File: config.mk
export PLATFORM = sky130hd
export DESIGN_NAME = tpb_back_flat
export DESIGN_NICKNAME = d
export VERILOG_FILES = /design/src/tpb_pkg.sv /design/src/tpb_if.sv /design/src/tpb_div.sv /design/src/tpb_back.sv /design/src/flat_wrapper.sv
export SDC_FILE = /design/constraint.sdc
export NUM_CORES = 1
export LEC_CHECK = 0
export BUFFER_PORTS_ARGS = -buffer_cell sky130_fd_sc_hd__buf_2
export CORE_UTILIZATION = 63
export DETAILED_ROUTE_END_ITERATION = 10
export GPL_TIMING_DRIVEN = 1
export PLACE_DENSITY = 0.82
export SLEW_MARGIN = 15
export SYNTH_ARGS = -nofsm -noshare
export SYNTH_HDL_FRONTEND = slang
export SYNTH_SLANG_ARGS = --single-unit
export TNS_END_PERCENT = 10
File: constraint.sdc
create_clock -name clk -period 4.9 [get_ports clk]
set_clock_uncertainty 0.1 [all_clocks]
set_input_delay 1.225 -clock clk [delete_from_list [all_inputs] [get_ports clk]]
set_output_delay 1.225 -clock clk [all_outputs]
set_load 0.01 [all_outputs]
File: src/tpb_pkg.sv
`default_nettype none
package tpb_pkg;

	// geometry
	localparam int COORD_BITS    = 11;
	localparam int CHECKER_SHIFT = 4;
	localparam int DW            = COORD_BITS + 3;  // signed working width for box math
	localparam int BOX_W         = COORD_BITS + 1;  // signed box corner width

	// field widths
	localparam int CMD_W   = 2;
	localparam int KEY_W   = 3;
	localparam int COLOR_W = 8;
	localparam int SIZE_W  = 8;
	localparam int STEP_W  = 8;
	localparam int BORD_W  = 4;

	// ramp divider: quotient is below 256 because pos < frame size
	localparam int QW    = 8;
	localparam int NUM_W = COORD_BITS + QW;

	// config port
	localparam int NUM_REGS = 5;
	localparam int PADDR_W  = $clog2(4 * NUM_REGS);
	localparam int IDX_W    = PADDR_W - 2;
	localparam int PDATA_W  = 32;

	localparam logic [IDX_W-1:0] REG_FRAME_WIDTH  = IDX_W'(0);
	localparam logic [IDX_W-1:0] REG_FRAME_HEIGHT = IDX_W'(1);
	localparam logic [IDX_W-1:0] REG_BOX_SIDE     = IDX_W'(2);
	localparam logic [IDX_W-1:0] REG_MOVE_STEP    = IDX_W'(3);
	localparam logic [IDX_W-1:0] REG_BORDER_WIDTH = IDX_W'(4);

	// reset values
	localparam int FW_RST   = 640;
	localparam int FH_RST   = 480;
	localparam int SIZE_RST = 48;
	localparam int STEP_RST = 8;
	localparam int BORD_RST = 2;
	localparam int LEFT_RST = FW_RST / 2 - SIZE_RST / 2;
	localparam int TOP_RST  = FH_RST / 2 - SIZE_RST / 2;

	// command and key codes
	localparam logic [CMD_W-1:0] CMD_PIXEL  = CMD_W'(0);
	localparam logic [CMD_W-1:0] CMD_KEY    = CMD_W'(1);
	localparam logic [CMD_W-1:0] CMD_MOUSE  = CMD_W'(2);
	localparam logic [CMD_W-1:0] CMD_CENTRE = CMD_W'(3);

	localparam logic [KEY_W-1:0] KEY_LEFT  = KEY_W'(0);
	localparam logic [KEY_W-1:0] KEY_RIGHT = KEY_W'(1);
	localparam logic [KEY_W-1:0] KEY_UP    = KEY_W'(2);
	localparam logic [KEY_W-1:0] KEY_DOWN  = KEY_W'(3);
	localparam logic [KEY_W-1:0] KEY_ESC   = KEY_W'(4);
	localparam logic [KEY_W-1:0] KEY_Q     = KEY_W'(5);

	// colors
	localparam logic [COLOR_W-1:0] WHITE    = 8'hFF;
	localparam logic [COLOR_W-1:0] BOX_FILL = 8'h0B;

	// saturation bounds
	localparam logic signed [DW-1:0] CRD_HI = DW'((1 << COORD_BITS) - 1);
	localparam logic signed [DW-1:0] CRD_LO = DW'(-(1 << COORD_BITS));

	// work classes handed from front to back
	typedef enum logic [2:0] {
		OP_BLANK,
		OP_PIXEL,
		OP_LEFT,
		OP_RIGHT,
		OP_UP,
		OP_DOWN,
		OP_QUIT,
		OP_CENTRE
	} op_t;

	typedef struct packed {
		op_t                   op;
		logic [COORD_BITS-1:0] x;
		logic [COORD_BITS-1:0] y;
	} qent_t;

	typedef struct packed {
		logic [COORD_BITS-1:0] frame_width;
		logic [COORD_BITS-1:0] frame_height;
		logic [SIZE_W-1:0]     box_side;
		logic [STEP_W-1:0]     move_step;
		logic [BORD_W-1:0]     border_width;
	} cfg_t;

	function automatic logic signed [BOX_W-1:0] sat_coord(input logic signed [DW-1:0] v);
		logic signed [DW-1:0] c;
		c = v;
		if (v > CRD_HI) c = CRD_HI;
		if (v < CRD_LO) c = CRD_LO;
		return c[BOX_W-1:0];
	endfunction

endpackage
`default_nettype wire

File: src/tpb_if.sv
`default_nettype none


interface tpb_res_if;
	logic                        valid;
	logic                        ready;
	logic [tpb_pkg::COLOR_W-1:0] color;
	logic                        pixel_valid;
	logic                        quit;

	modport source (output valid, color, pixel_valid, quit, input ready);
	modport sink   (input valid, color, pixel_valid, quit, output ready);
endinterface
`default_nettype wire

File: src/tpb_div.sv
`default_nettype none
// Restoring divider, one quotient bit per cycle.
// Caller guarantees num < den * 2^QW.
module tpb_div (
	input  logic                              clk,
	input  logic                              arst_n,
	input  logic                              start,
	input  logic [tpb_pkg::NUM_W-1:0]         num,
	input  logic [tpb_pkg::COORD_BITS-1:0]    den,
	output logic [tpb_pkg::QW-1:0]            quo,
	output logic                              done
);
	localparam int CNT_W = $clog2(tpb_pkg::QW);

	logic [tpb_pkg::NUM_W-1:0] rem_q;
	logic [tpb_pkg::NUM_W-1:0] dsh_q;
	logic [tpb_pkg::QW-1:0]    quo_q;
	logic [CNT_W-1:0]          cnt_q;
	logic                      busy_q;
	logic                      done_q;
	logic                      ge;

	assign ge   = rem_q >= dsh_q;
	assign quo  = quo_q;
	assign done = done_q;

	always_ff @(posedge clk or negedge arst_n) begin
		if (!arst_n) begin
			busy_q <= 1'b0;
			done_q <= 1'b0;
			cnt_q  <= '0;
		end else if (start) begin
			busy_q <= 1'b1;
			done_q <= 1'b0;
			cnt_q  <= '0;
		end else if (busy_q) begin
			cnt_q <= cnt_q + CNT_W'(1);
			if (cnt_q == CNT_W'(tpb_pkg::QW - 1)) begin
				busy_q <= 1'b0;
				done_q <= 1'b1;
			end
		end
	end

	always_ff @(posedge clk) begin
		if (start) begin
			rem_q <= num;
			dsh_q <= tpb_pkg::NUM_W'(den) << (tpb_pkg::QW - 1);
		end else if (busy_q) begin
			if (ge) rem_q <= rem_q - dsh_q;
			quo_q <= {quo_q[tpb_pkg::QW-2:0], ge};
			dsh_q <= dsh_q >> 1;
		end
	end
endmodule
`default_nettype wire

File: src/tpb_back.sv
`default_nettype none
// Executes queued work: box moves, pixel shading, result register.
module tpb_back (
	input  logic           clk,
	input  logic           arst_n,
	input  tpb_pkg::cfg_t  cfg,
	input  logic           q_valid,
	input  tpb_pkg::qent_t q_ent,
	output logic           pop,
	tpb_res_if.source      res
);
	localparam int CB = tpb_pkg::COORD_BITS;
	localparam int DW = tpb_pkg::DW;

	typedef enum logic {S_IDLE, S_DIV} state_t;

	state_t                           state_q;
	logic signed [tpb_pkg::BOX_W-1:0] box_left_q;
	logic signed [tpb_pkg::BOX_W-1:0] box_top_q;
	logic [CB-1:0]                    px_q;
	logic [CB-1:0]                    py_q;
	logic                             res_valid_q;
	logic [tpb_pkg::COLOR_W-1:0]      color_q;
	logic                             pix_valid_q;
	logic                             quit_q;

	logic                        out_free;
	logic                        div_start;
	logic                        res_cmd;
	logic                        res_pix;
	logic                        res_load;
	logic [tpb_pkg::QW-1:0]      quo_r;
	logic [tpb_pkg::QW-1:0]      quo_g;
	logic                        done_r;
	logic                        done_g;
	logic                        div_done;
	logic signed [DW-1:0]        left_s;
	logic signed [DW-1:0]        top_s;
	logic signed [DW-1:0]        step_s;
	logic signed [DW-1:0]        half_s;
	logic signed [DW-1:0]        dx;
	logic signed [DW-1:0]        dy;
	logic signed [DW-1:0]        bw_s;
	logic signed [DW-1:0]        sz_s;
	logic                        in_frame_x;
	logic                        in_frame_y;
	logic                        in_box_x;
	logic                        in_box_y;
	logic                        chk;
	logic [tpb_pkg::COLOR_W-1:0] pix_color;

	assign out_free  = !res_valid_q || res.ready;
	assign pop       = (state_q == S_IDLE) && q_valid &&
	                   (q_ent.op == tpb_pkg::OP_PIXEL || out_free);
	assign div_start = pop && q_ent.op == tpb_pkg::OP_PIXEL;
	assign div_done  = done_r && done_g;

	// result loads: non-pixel request at pop, pixel once divided and output free
	assign res_cmd  = (state_q == S_IDLE) && pop && q_ent.op != tpb_pkg::OP_PIXEL;
	assign res_pix  = (state_q == S_DIV) && div_done && out_free;
	assign res_load = res_cmd || res_pix;

	// x*255 as (x << 8) - x
	tpb_div u_div_r (
		.clk(clk), .arst_n(arst_n), .start(div_start),
		.num({q_ent.x, 8'b0} - tpb_pkg::NUM_W'(q_ent.x)),
		.den(cfg.frame_width), .quo(quo_r), .done(done_r)
	);
	tpb_div u_div_g (
		.clk(clk), .arst_n(arst_n), .start(div_start),
		.num({q_ent.y, 8'b0} - tpb_pkg::NUM_W'(q_ent.y)),
		.den(cfg.frame_height), .quo(quo_g), .done(done_g)
	);

	assign left_s = {{(DW-tpb_pkg::BOX_W){box_left_q[tpb_pkg::BOX_W-1]}}, box_left_q};
	assign top_s  = {{(DW-tpb_pkg::BOX_W){box_top_q[tpb_pkg::BOX_W-1]}}, box_top_q};
	assign step_s = $signed({{(DW-tpb_pkg::STEP_W){1'b0}}, cfg.move_step});
	assign half_s = $signed({{(DW-tpb_pkg::SIZE_W+1){1'b0}}, cfg.box_side[tpb_pkg::SIZE_W-1:1]});
	assign bw_s   = $signed({{(DW-tpb_pkg::BORD_W){1'b0}}, cfg.border_width});
	assign sz_s   = $signed({{(DW-tpb_pkg::SIZE_W){1'b0}}, cfg.box_side});

	// pixel offset from box corner; border spans [-bw, sz+bw), fill spans [0, sz)
	assign dx = $signed({{(DW-CB){1'b0}}, px_q}) - left_s;
	assign dy = $signed({{(DW-CB){1'b0}}, py_q}) - top_s;
	assign in_frame_x = (dx >= -bw_s) && (dx < sz_s + bw_s);
	assign in_frame_y = (dy >= -bw_s) && (dy < sz_s + bw_s);
	assign in_box_x   = !dx[DW-1] && (dx < sz_s);
	assign in_box_y   = !dy[DW-1] && (dy < sz_s);
	assign chk        = px_q[tpb_pkg::CHECKER_SHIFT] ^ py_q[tpb_pkg::CHECKER_SHIFT];

	always_comb begin
		pix_color = {quo_r[7:5], quo_g[7:5], chk, chk};
		if (in_frame_x && in_frame_y) pix_color = tpb_pkg::WHITE;
		if (in_box_x && in_box_y)     pix_color = tpb_pkg::BOX_FILL;
	end

	assign res.valid       = res_valid_q;
	assign res.color       = color_q;
	assign res.pixel_valid = pix_valid_q;
	assign res.quit        = quit_q;

	always_ff @(posedge clk or negedge arst_n) begin
		if (!arst_n) begin
			state_q     <= S_IDLE;
			res_valid_q <= 1'b0;
			color_q     <= '0;
			pix_valid_q <= 1'b0;
			quit_q      <= 1'b0;
			box_left_q  <= tpb_pkg::BOX_W'(tpb_pkg::LEFT_RST);
			box_top_q   <= tpb_pkg::BOX_W'(tpb_pkg::TOP_RST);
		end else begin
			if (res_load)       res_valid_q <= 1'b1;
			else if (res.ready) res_valid_q <= 1'b0;
			if (res_pix) begin
				color_q     <= pix_color;
				pix_valid_q <= 1'b1;
				quit_q      <= 1'b0;
			end else if (res_cmd) begin
				color_q     <= '0;
				pix_valid_q <= 1'b0;
				quit_q      <= q_ent.op == tpb_pkg::OP_QUIT;
			end
			unique case (state_q)
				S_IDLE: begin
					if (pop) begin
						if (q_ent.op == tpb_pkg::OP_PIXEL) begin
							state_q <= S_DIV;
						end else begin
							case (q_ent.op)
								tpb_pkg::OP_LEFT:
									box_left_q <= tpb_pkg::sat_coord(left_s - step_s);
								tpb_pkg::OP_RIGHT:
									box_left_q <= tpb_pkg::sat_coord(left_s + step_s);
								tpb_pkg::OP_UP:
									box_top_q <= tpb_pkg::sat_coord(top_s - step_s);
								tpb_pkg::OP_DOWN:
									box_top_q <= tpb_pkg::sat_coord(top_s + step_s);
								tpb_pkg::OP_CENTRE: begin
									box_left_q <= tpb_pkg::sat_coord(
										$signed({{(DW-CB){1'b0}}, q_ent.x}) - half_s);
									box_top_q <= tpb_pkg::sat_coord(
										$signed({{(DW-CB){1'b0}}, q_ent.y}) - half_s);
								end
								default: ;
							endcase
						end
					end
				end
				S_DIV: begin
					if (res_pix) state_q <= S_IDLE;
				end
			endcase
		end
	end

	// pixel coordinates held for shading
	always_ff @(posedge clk) begin
		if (div_start) begin
			px_q <= q_ent.x;
			py_q <= q_ent.y;
		end
	end
endmodule
`default_nettype wire

File: src/flat_wrapper.sv
// flat-port wrapper written by rule: the top's interface ports become plain ports
module tpb_back_flat 
  (clk, arst_n, cfg, q_valid, q_ent, pop, res_valid, res_color, res_pixel_valid, res_quit, res_ready);
  tpb_res_if res_i ();
  input  logic clk;
  input  logic arst_n;
  input  tpb_pkg::cfg_t cfg;
  input  logic q_valid;
  input  tpb_pkg::qent_t q_ent;
  output logic pop;
  output wire logic [$bits(res_i.valid)-1:0] res_valid;
  output wire logic [$bits(res_i.color)-1:0] res_color;
  output wire logic [$bits(res_i.pixel_valid)-1:0] res_pixel_valid;
  output wire logic [$bits(res_i.quit)-1:0] res_quit;
  input wire logic [$bits(res_i.ready)-1:0] res_ready;
  assign res_valid = res_i.valid;
  assign res_color = res_i.color;
  assign res_pixel_valid = res_i.pixel_valid;
  assign res_quit = res_i.quit;
  assign res_i.ready = res_ready;
  tpb_back u_core (.clk(clk), .arst_n(arst_n), .cfg(cfg), .q_valid(q_valid), .q_ent(q_ent), .pop(pop), .res(res_i));
endmodule
=== Yosys cells after proc, flatten, opt, wreduce, memory -nomap -nowiden ===
Cells that the tools add are included.

* Bits of input ports: 71
* Register bits: 158
* Word-level logic and storage cells: 165
* Output and inout port bits: 12

* Order comparisons: 20
* Reduce and logical (&&, ||, !) cells: 38
* Add/sub/neg operators: 16
* Muxes and demuxes: 54
* Equality and inequality tests: 10
* Bitwise gates (word level): 4

{| class="wikitable"
|+ Operator list
! cell !! count
|-
| $mux W12 || 12
|-
| $mux W19 || 6
|-
| $mux W18 || 4
|-
| $pmux W12 S3 || 2
|-
| $gt A13 B12 Y1 const B || 4
|-
| $lt A13 B12 Y1 const B || 4
|-
| $ge A19 B18 Y1 || 2
|-
| $sub A19 B11 Y19 || 2
|-
| $sub A19 B18 Y19 || 2
|-
| $mux W8 || 4
|-
| $ge A14 B14 Y1 || 2
|-
| $lt A14 B14 Y1 || 2
|-
| $lt A14 B9 Y1 || 2
|-
| $add A12 B9 Y13 || 2
|-
| $sub A12 B12 Y13 || 2
|-
| $sub A12 B9 Y13 || 2
|-
| $gt A12 B12 Y1 const B || 2
|-
| $lt A12 B12 Y1 const B || 2
|-
| $sub A11 B7 Y12 || 2
|-
| $mux W1 || 21
|-
| $eq A3 B3 Y1 const B || 6
|-
| $reduce_bool A2 Y1 || 8
|-
| $logic_and A1 B1 Y1 || 14
|-
| $neg A4 Y14 || 1
|-
| 14 further kinds || 32
|}

=== Longest topological paths before layout ===
* Word-level depth: 8
* Depth in mapped cells: 18
* Gate-level depth less buffers: 18

=== Modules after synthesis ===
Synthesis repeated with hierarchy kept, for this count alone.

* Cells, all modules: 1648
* Area, all modules: 14380.0 µm²

{| class="wikitable"
|+ By module, submodules not included
! module !! cells an instance !! sequential area each (µm²) !! times used !! area each (µm²)
|-
| tpb_back || 1045 || 1545.2 || 1 || 8376.8
|-
| tpb_div at u_core.u_div_g || 305 || 1406.3 || 1 || 3020.4
|-
| tpb_div at u_core.u_div_r || 298 || 1406.3 || 1 || 2982.9
|}

=== Least setup slack after synthesis ===
OpenSTA, ideal clock, no wires.

* Path type: register to register
* Start: register u_core.py_q[0]
* End: register u_core.color_q, in the netlist u_core.res.color[2]
* Arrival: 3806 ps
* Path buffers: 1
* Period minus slack after synthesis: 4044 ps
* Path slack: 856 ps
* Library setup time: 139 ps
* Cell stages (with the launch flop): 19
* Data required time: 4661 ps
* Path through: edfxtp_1 > inv_1 > ha_1 > inv_1 > fa_1 > a211o_1 > o211ai_1 > nand2b_1 > a21oi_1 > xnor2_1 > ha_1 > a21o_1 > a211o_1 > or4_1 > or4b_1 > nor4_2 > nor2b_1 > buf_6 > a2bb2oi_1

* Word-level cells in the longest chain between the ends: 7
* Elaborated cells between the ends (all ways): 12
* Classes of those cells: add/sub (1); order compare (3); mux (3); reduce/logical (5)

{| class="wikitable"
|+ RTL lines
! element !! line !! RTL
|-
| from (decl) || tpb_back.sv:21 || <nowiki>logic [CB-1:0] py_q;</nowiki>
|-
| from (signal assigned) || tpb_back.sv:160 || <nowiki>py_q <= q_ent.y;</nowiki>
|-
| $sub A12 B12 Y13 * || tpb_back.sv:84 || <nowiki>assign dy = $signed({{(DW-CB){1'b0}}, py_q}) - top_s;</nowiki>
|-
| $ge A14 B14 Y1 or $lt A14 B14 Y1 (tied branches) || tpb_back.sv:86 || <nowiki>assign in_frame_y = (dy >= -bw_s) && (dy < sz_s + bw_s);</nowiki>
|-
| $logic_and A1 B1 Y1 || tpb_back.sv:86 ||
|-
| $logic_and A1 B1 Y1 || tpb_back.sv:93 || <nowiki>if (in_frame_x && in_frame_y) pix_color = tpb_pkg::WHITE;</nowiki>
|-
| $mux W8 || tpb_back.sv:93 ||
|-
| $mux W8 * || tpb_back.sv:94 || <nowiki>if (in_box_x && in_box_y) pix_color = tpb_pkg::BOX_FILL;</nowiki>
|-
| $mux W8 * || tpb_back.sv:114 || <nowiki>if (res_pix) begin</nowiki>
|-
| to (signal assigned) || tpb_back.sv:115 || <nowiki>color_q <= pix_color;</nowiki>
|-
| to (decl) || tpb_back.sv:23 || <nowiki>logic [tpb_pkg::COLOR_W-1:0] color_q;</nowiki>
|}

Every way passes the cells marked *; elsewhere a longest branch is shown, timed or not.
A chain may end at the register's enable or synchronous reset.

=== Worst setup path in the final report ===
* Start: register u_core.py_q[0]
* End: register u_core.color_q, in the netlist u_core.res.color[6]

The elaborated chain is that of the path after synthesis.

==> summary.md <==
| Metric | Value |
|---|---|
| PortBufs | `82` |
| Cell variety after synth | `82` |
| Sw frac | `45.0%` |
| Leak | `6.68 nW` |
| Post-synth EDFFs | `98` |
| CTS tree | `built` |
| Synth Instances | `1,586` |
| Total number of yosys warnings | `0` |
| Most common cell after layout, fill and taps aside | `ha_1` |
| Worst Setup End Kind | `flip-flop` |
| Slew HR | `38.3%` |
| Total gr overflow | `0` |
| Power share of the sequential group | `25.4%` |
| Startpoint types | `flip-flop` |
| Hpwl dp | `28,000 um` |
| Placer Congestion | `0.962` |
| Filler cell count | `1,713` |
| Initial antenna violation count | `2` |
| Crit Path Category | `flip-flop to flip-flop` |
| Vias in the first global route | `11,700` |
| Clock slew at reported path FFs | `0.07 ns` |
| Pins Over Slew Limit | `0` |
| GRT Total Usage | `33.6%` |
| MaxCap Viol Count | `0` |
| Die Span X | `151 um` |
| Mapped Nets | `1,848` |
| Synthesized cell area | `14,100 um2` |
| Status | `complete, no violations` |
| Initial Utilization | `64.4%` |
| Post-route DRC violation count | `0` |
| Crit path time final | `4.57 ns` |
| Setup-failing EPs final | `0` |
| Mean post-synth cell area | `8.87 um2` |
| Clock Power Share | `12.1%` |
| Area grow syn2layout | `8.58%` |
| Worst endpoint required time | `5.09 ns` |
| Combinational fraction of design power | `62.5%` |
| Overall routed net length | `37,000 um` |
| Fin area | `15,300 um2` |
| Sink Count | `157` |
| Post-route ant nets | `0` |
| Sequential fraction of the synthesis area | `31.0%` |
| Main area contributors after synthesis | `edfxtp_1, ha_1, dfrtp_1` |
| Post CTS Setup Buffer Count | `0` |
| Die area | `22,900 um2` |
| # hold bufs at CTS | `0` |
| Most frequent cells in the layout | `ha_1, nor2_1, inv_1` |
| Core ar. | `21,800 um2` |
| Row cnt | `54` |
| Synth top area share | `20.9%` |
| Via Count | `12,200` |
| Top FF cell, synth | `edfxtp_1` |
| #FFs+latches synth | `157` |
| I/O Pins | `83` |
| WHS | `0.320 ns` |
| Largest area contributor in the netlist | `edfxtp_1` |
| Largest net degree at the start of global routing | `86` |
| Clk buf depth | `2` |
| Worst-Margin Slew | `0.921 ns` |
| Sw Pwr | `0.00482 W` |
| Final hold vios | `0` |
| Hold Path Class | `flip-flop to flip-flop` |
| Total power | `0.0107 W` |
| Maximum fanout along the worst path | `7` |
| Max Clk Rate | `0.219 GHz` |
| Number of gates resized after CTS | `0` |
| FFs w/ async S/R, synth | `28.7%` |
| Fin nets | `1,904` |
| Internal power | `0.00588 W` |
| Clk root buf | `clkbuf_16` |
| Critical path arrival | `4.77 ns` |
| Maximum vdd ir drop | `0.000467 V` |
| Overall die height | `151 um` |
| CTS Buf Count | `17` |
| Post-DR vias/cell | `6.32` |
| Post-DP Area | `14,700 um2` |
| Drt pass-1 iters | `5` |
| RSZ-0062 raised after global routing | `false` |
| Crit share post-route | `93.3%` |
| First-pass GRT wire length | `59,600 um` |
| Setup TNS | `0 ns` |
| Iter 0 DRT Violations | `1,127` |
| Routed wire per std cell | `19.1 um` |
| Fraction of layout cells with a size suffix above 1 | `10.1%` |
| Clock Latency Late Sink | `0.44 ns` |
| H-tree depth | `4` |
| Pwr Density | `700 nW/um2` |
[stage by stage]
step	util, %	cells	setup WS [ns]
detailed placement	67.3	1903	0.379
CTS	69.9	1935	0.382
floorplan	-	1586	0.856
global route	70.0	1936	0.0971
finish	70.0	1937	0.327
global placement	67.3	1903	0.464
[kinds of logic after synthesis]
kind of cell,count (synthesis),share of synthesized area (%)
AND/OR/NAND/NOR,457,15.8
multiplexers,25,1.82
AO/OA/AOI/OAI,446,21.2
buffers and inverters,191,5.18
flip-flops,157,31.0
adder cells (fa/ha/maj),191,17.6
XOR/XNOR,119,7.47
[power groups by stage]
| stage | combinational (W) | sequential, W | clock (W) |
|---|---|---|---|
| 2_1_floorplan | 0.00519 | 0.00254 | 0 |
| 3_3_place_gp | 0.00630 | 0.00270 | 0 |
| 3_5_place_dp | 0.00653 | 0.00272 | 0 |
| 4_1_cts | 0.00660 | 0.00271 | 0.00130 |
| 5_1_grt | 0.00748 | 0.00277 | 0.00136 |
| 6_report | 0.00669 | 0.00272 | 0.00129 |
[flip-flops by register name, summed over array words and instances, names as in the netlist]
register,count
u_core.u_div_g.rem_q,19
u_core.u_div_r.rem_q,19
u_core.u_div_g.dsh_q,18
u_core.u_div_r.dsh_q,18
u_core.box_left_q,12
u_core.box_top_q,12
u_core.px_q,11
u_core.py_q,11
u_core.u_div_g.quo,8
u_core.u_div_r.quo,8
u_core.res.color,7
u_core.u_div_g.cnt_q,3
u_core.u_div_r.cnt_q,3
u_core.res.pixel_valid,1
u_core.res.quit,1
u_core.res.valid,1
u_core.state_q,1
u_core.u_div_g.busy_q,1
u_core.u_div_g.done,1
u_core.u_div_r.busy_q,1
u_core.u_div_r.done,1
[critical path: stages (launching register included)]
cell	delay [ns]
edfxtp_1	0.36
inv_1	0.07
ha_1	0.18
inv_1	0.06
fa_1	0.43
a211o_1	0.28
o211ai_1	0.12
nand2b_1	0.09
a21oi_1	0.21
xnor2_1	0.22
ha_1	0.31
a21o_1	0.19
a211o_1	0.28
or4_1	0.39
or4b_1	0.49
nor4_2	0.25
nor2b_1	0.22
a2bb2oi_1	0.19
[cell type report]
cell class | instances | area (um2) | area share, %
tap | 280 | 350 | 2.29
inverter | 133 | 502 | 3.29
sequential | 157 | 4360 | 28.5
clock inverter | 13 | 114 | 0.746
clock buffer | 19 | 453 | 2.97
antenna | 2 | 5.00 | 0.0328
timing repair buffer | 95 | 508 | 3.33
multi-input combinational | 1238 | 8980 | 58.8
[path summary, 6_finish.rpt]
kind / startpoint / endpoint / slack [ns] / cells past startpoint
min reg2reg: u_core.u_div_g.quo[3]$_DFFE_PP_ / u_core.u_div_g.quo[4]$_DFFE_PP_ / 0.32 / 0
max reg2reg: u_core.py_q[0]$_DFFE_PP_ / u_core.res.color[6]$_DFFE_PN0P_ / 0.33 / 17
max in group asynchronous: arst_n / u_core.u_div_g.busy_q$_DFF_PN0_ / 3.46 / 2
min: u_core.u_div_g.quo[3]$_DFFE_PP_ / u_core.u_div_g.quo[4]$_DFFE_PP_ / 0.32 / 0
min in group asynchronous: arst_n / u_core.box_top_q[9]$_DFFE_PN0P_ / 0.77 / 2
max: u_core.py_q[0]$_DFFE_PP_ / u_core.res.color[6]$_DFFE_PN0P_ / 0.33 / 17
[layer usage]
metal	GRT usage [%]	vias to the layer above	wire length [um]
met5	0	-	0
met4	16.6	0	1630
met3	5.60	109	2540
met2	54.2	483	17100
met1	43.6	5789	15700
li1	-	5865	-
[synthesized netlist by cell type (23+ instances only)]
library cell and count:
a211oi_1 23, a21o_1 40, a21oi_1 131, clkbuf_1 55
dfrtp_1 38, edfxtp_1 98, ha_1 180, inv_1 133
nand2_1 111, nor2_1 135, nor2b_1 30, nor3_1 43
o21ai_0 83, o31ai_1 32, xnor2_1 85, xor2_1 33
No activity file was read; power rests on OpenSTA's default activity.
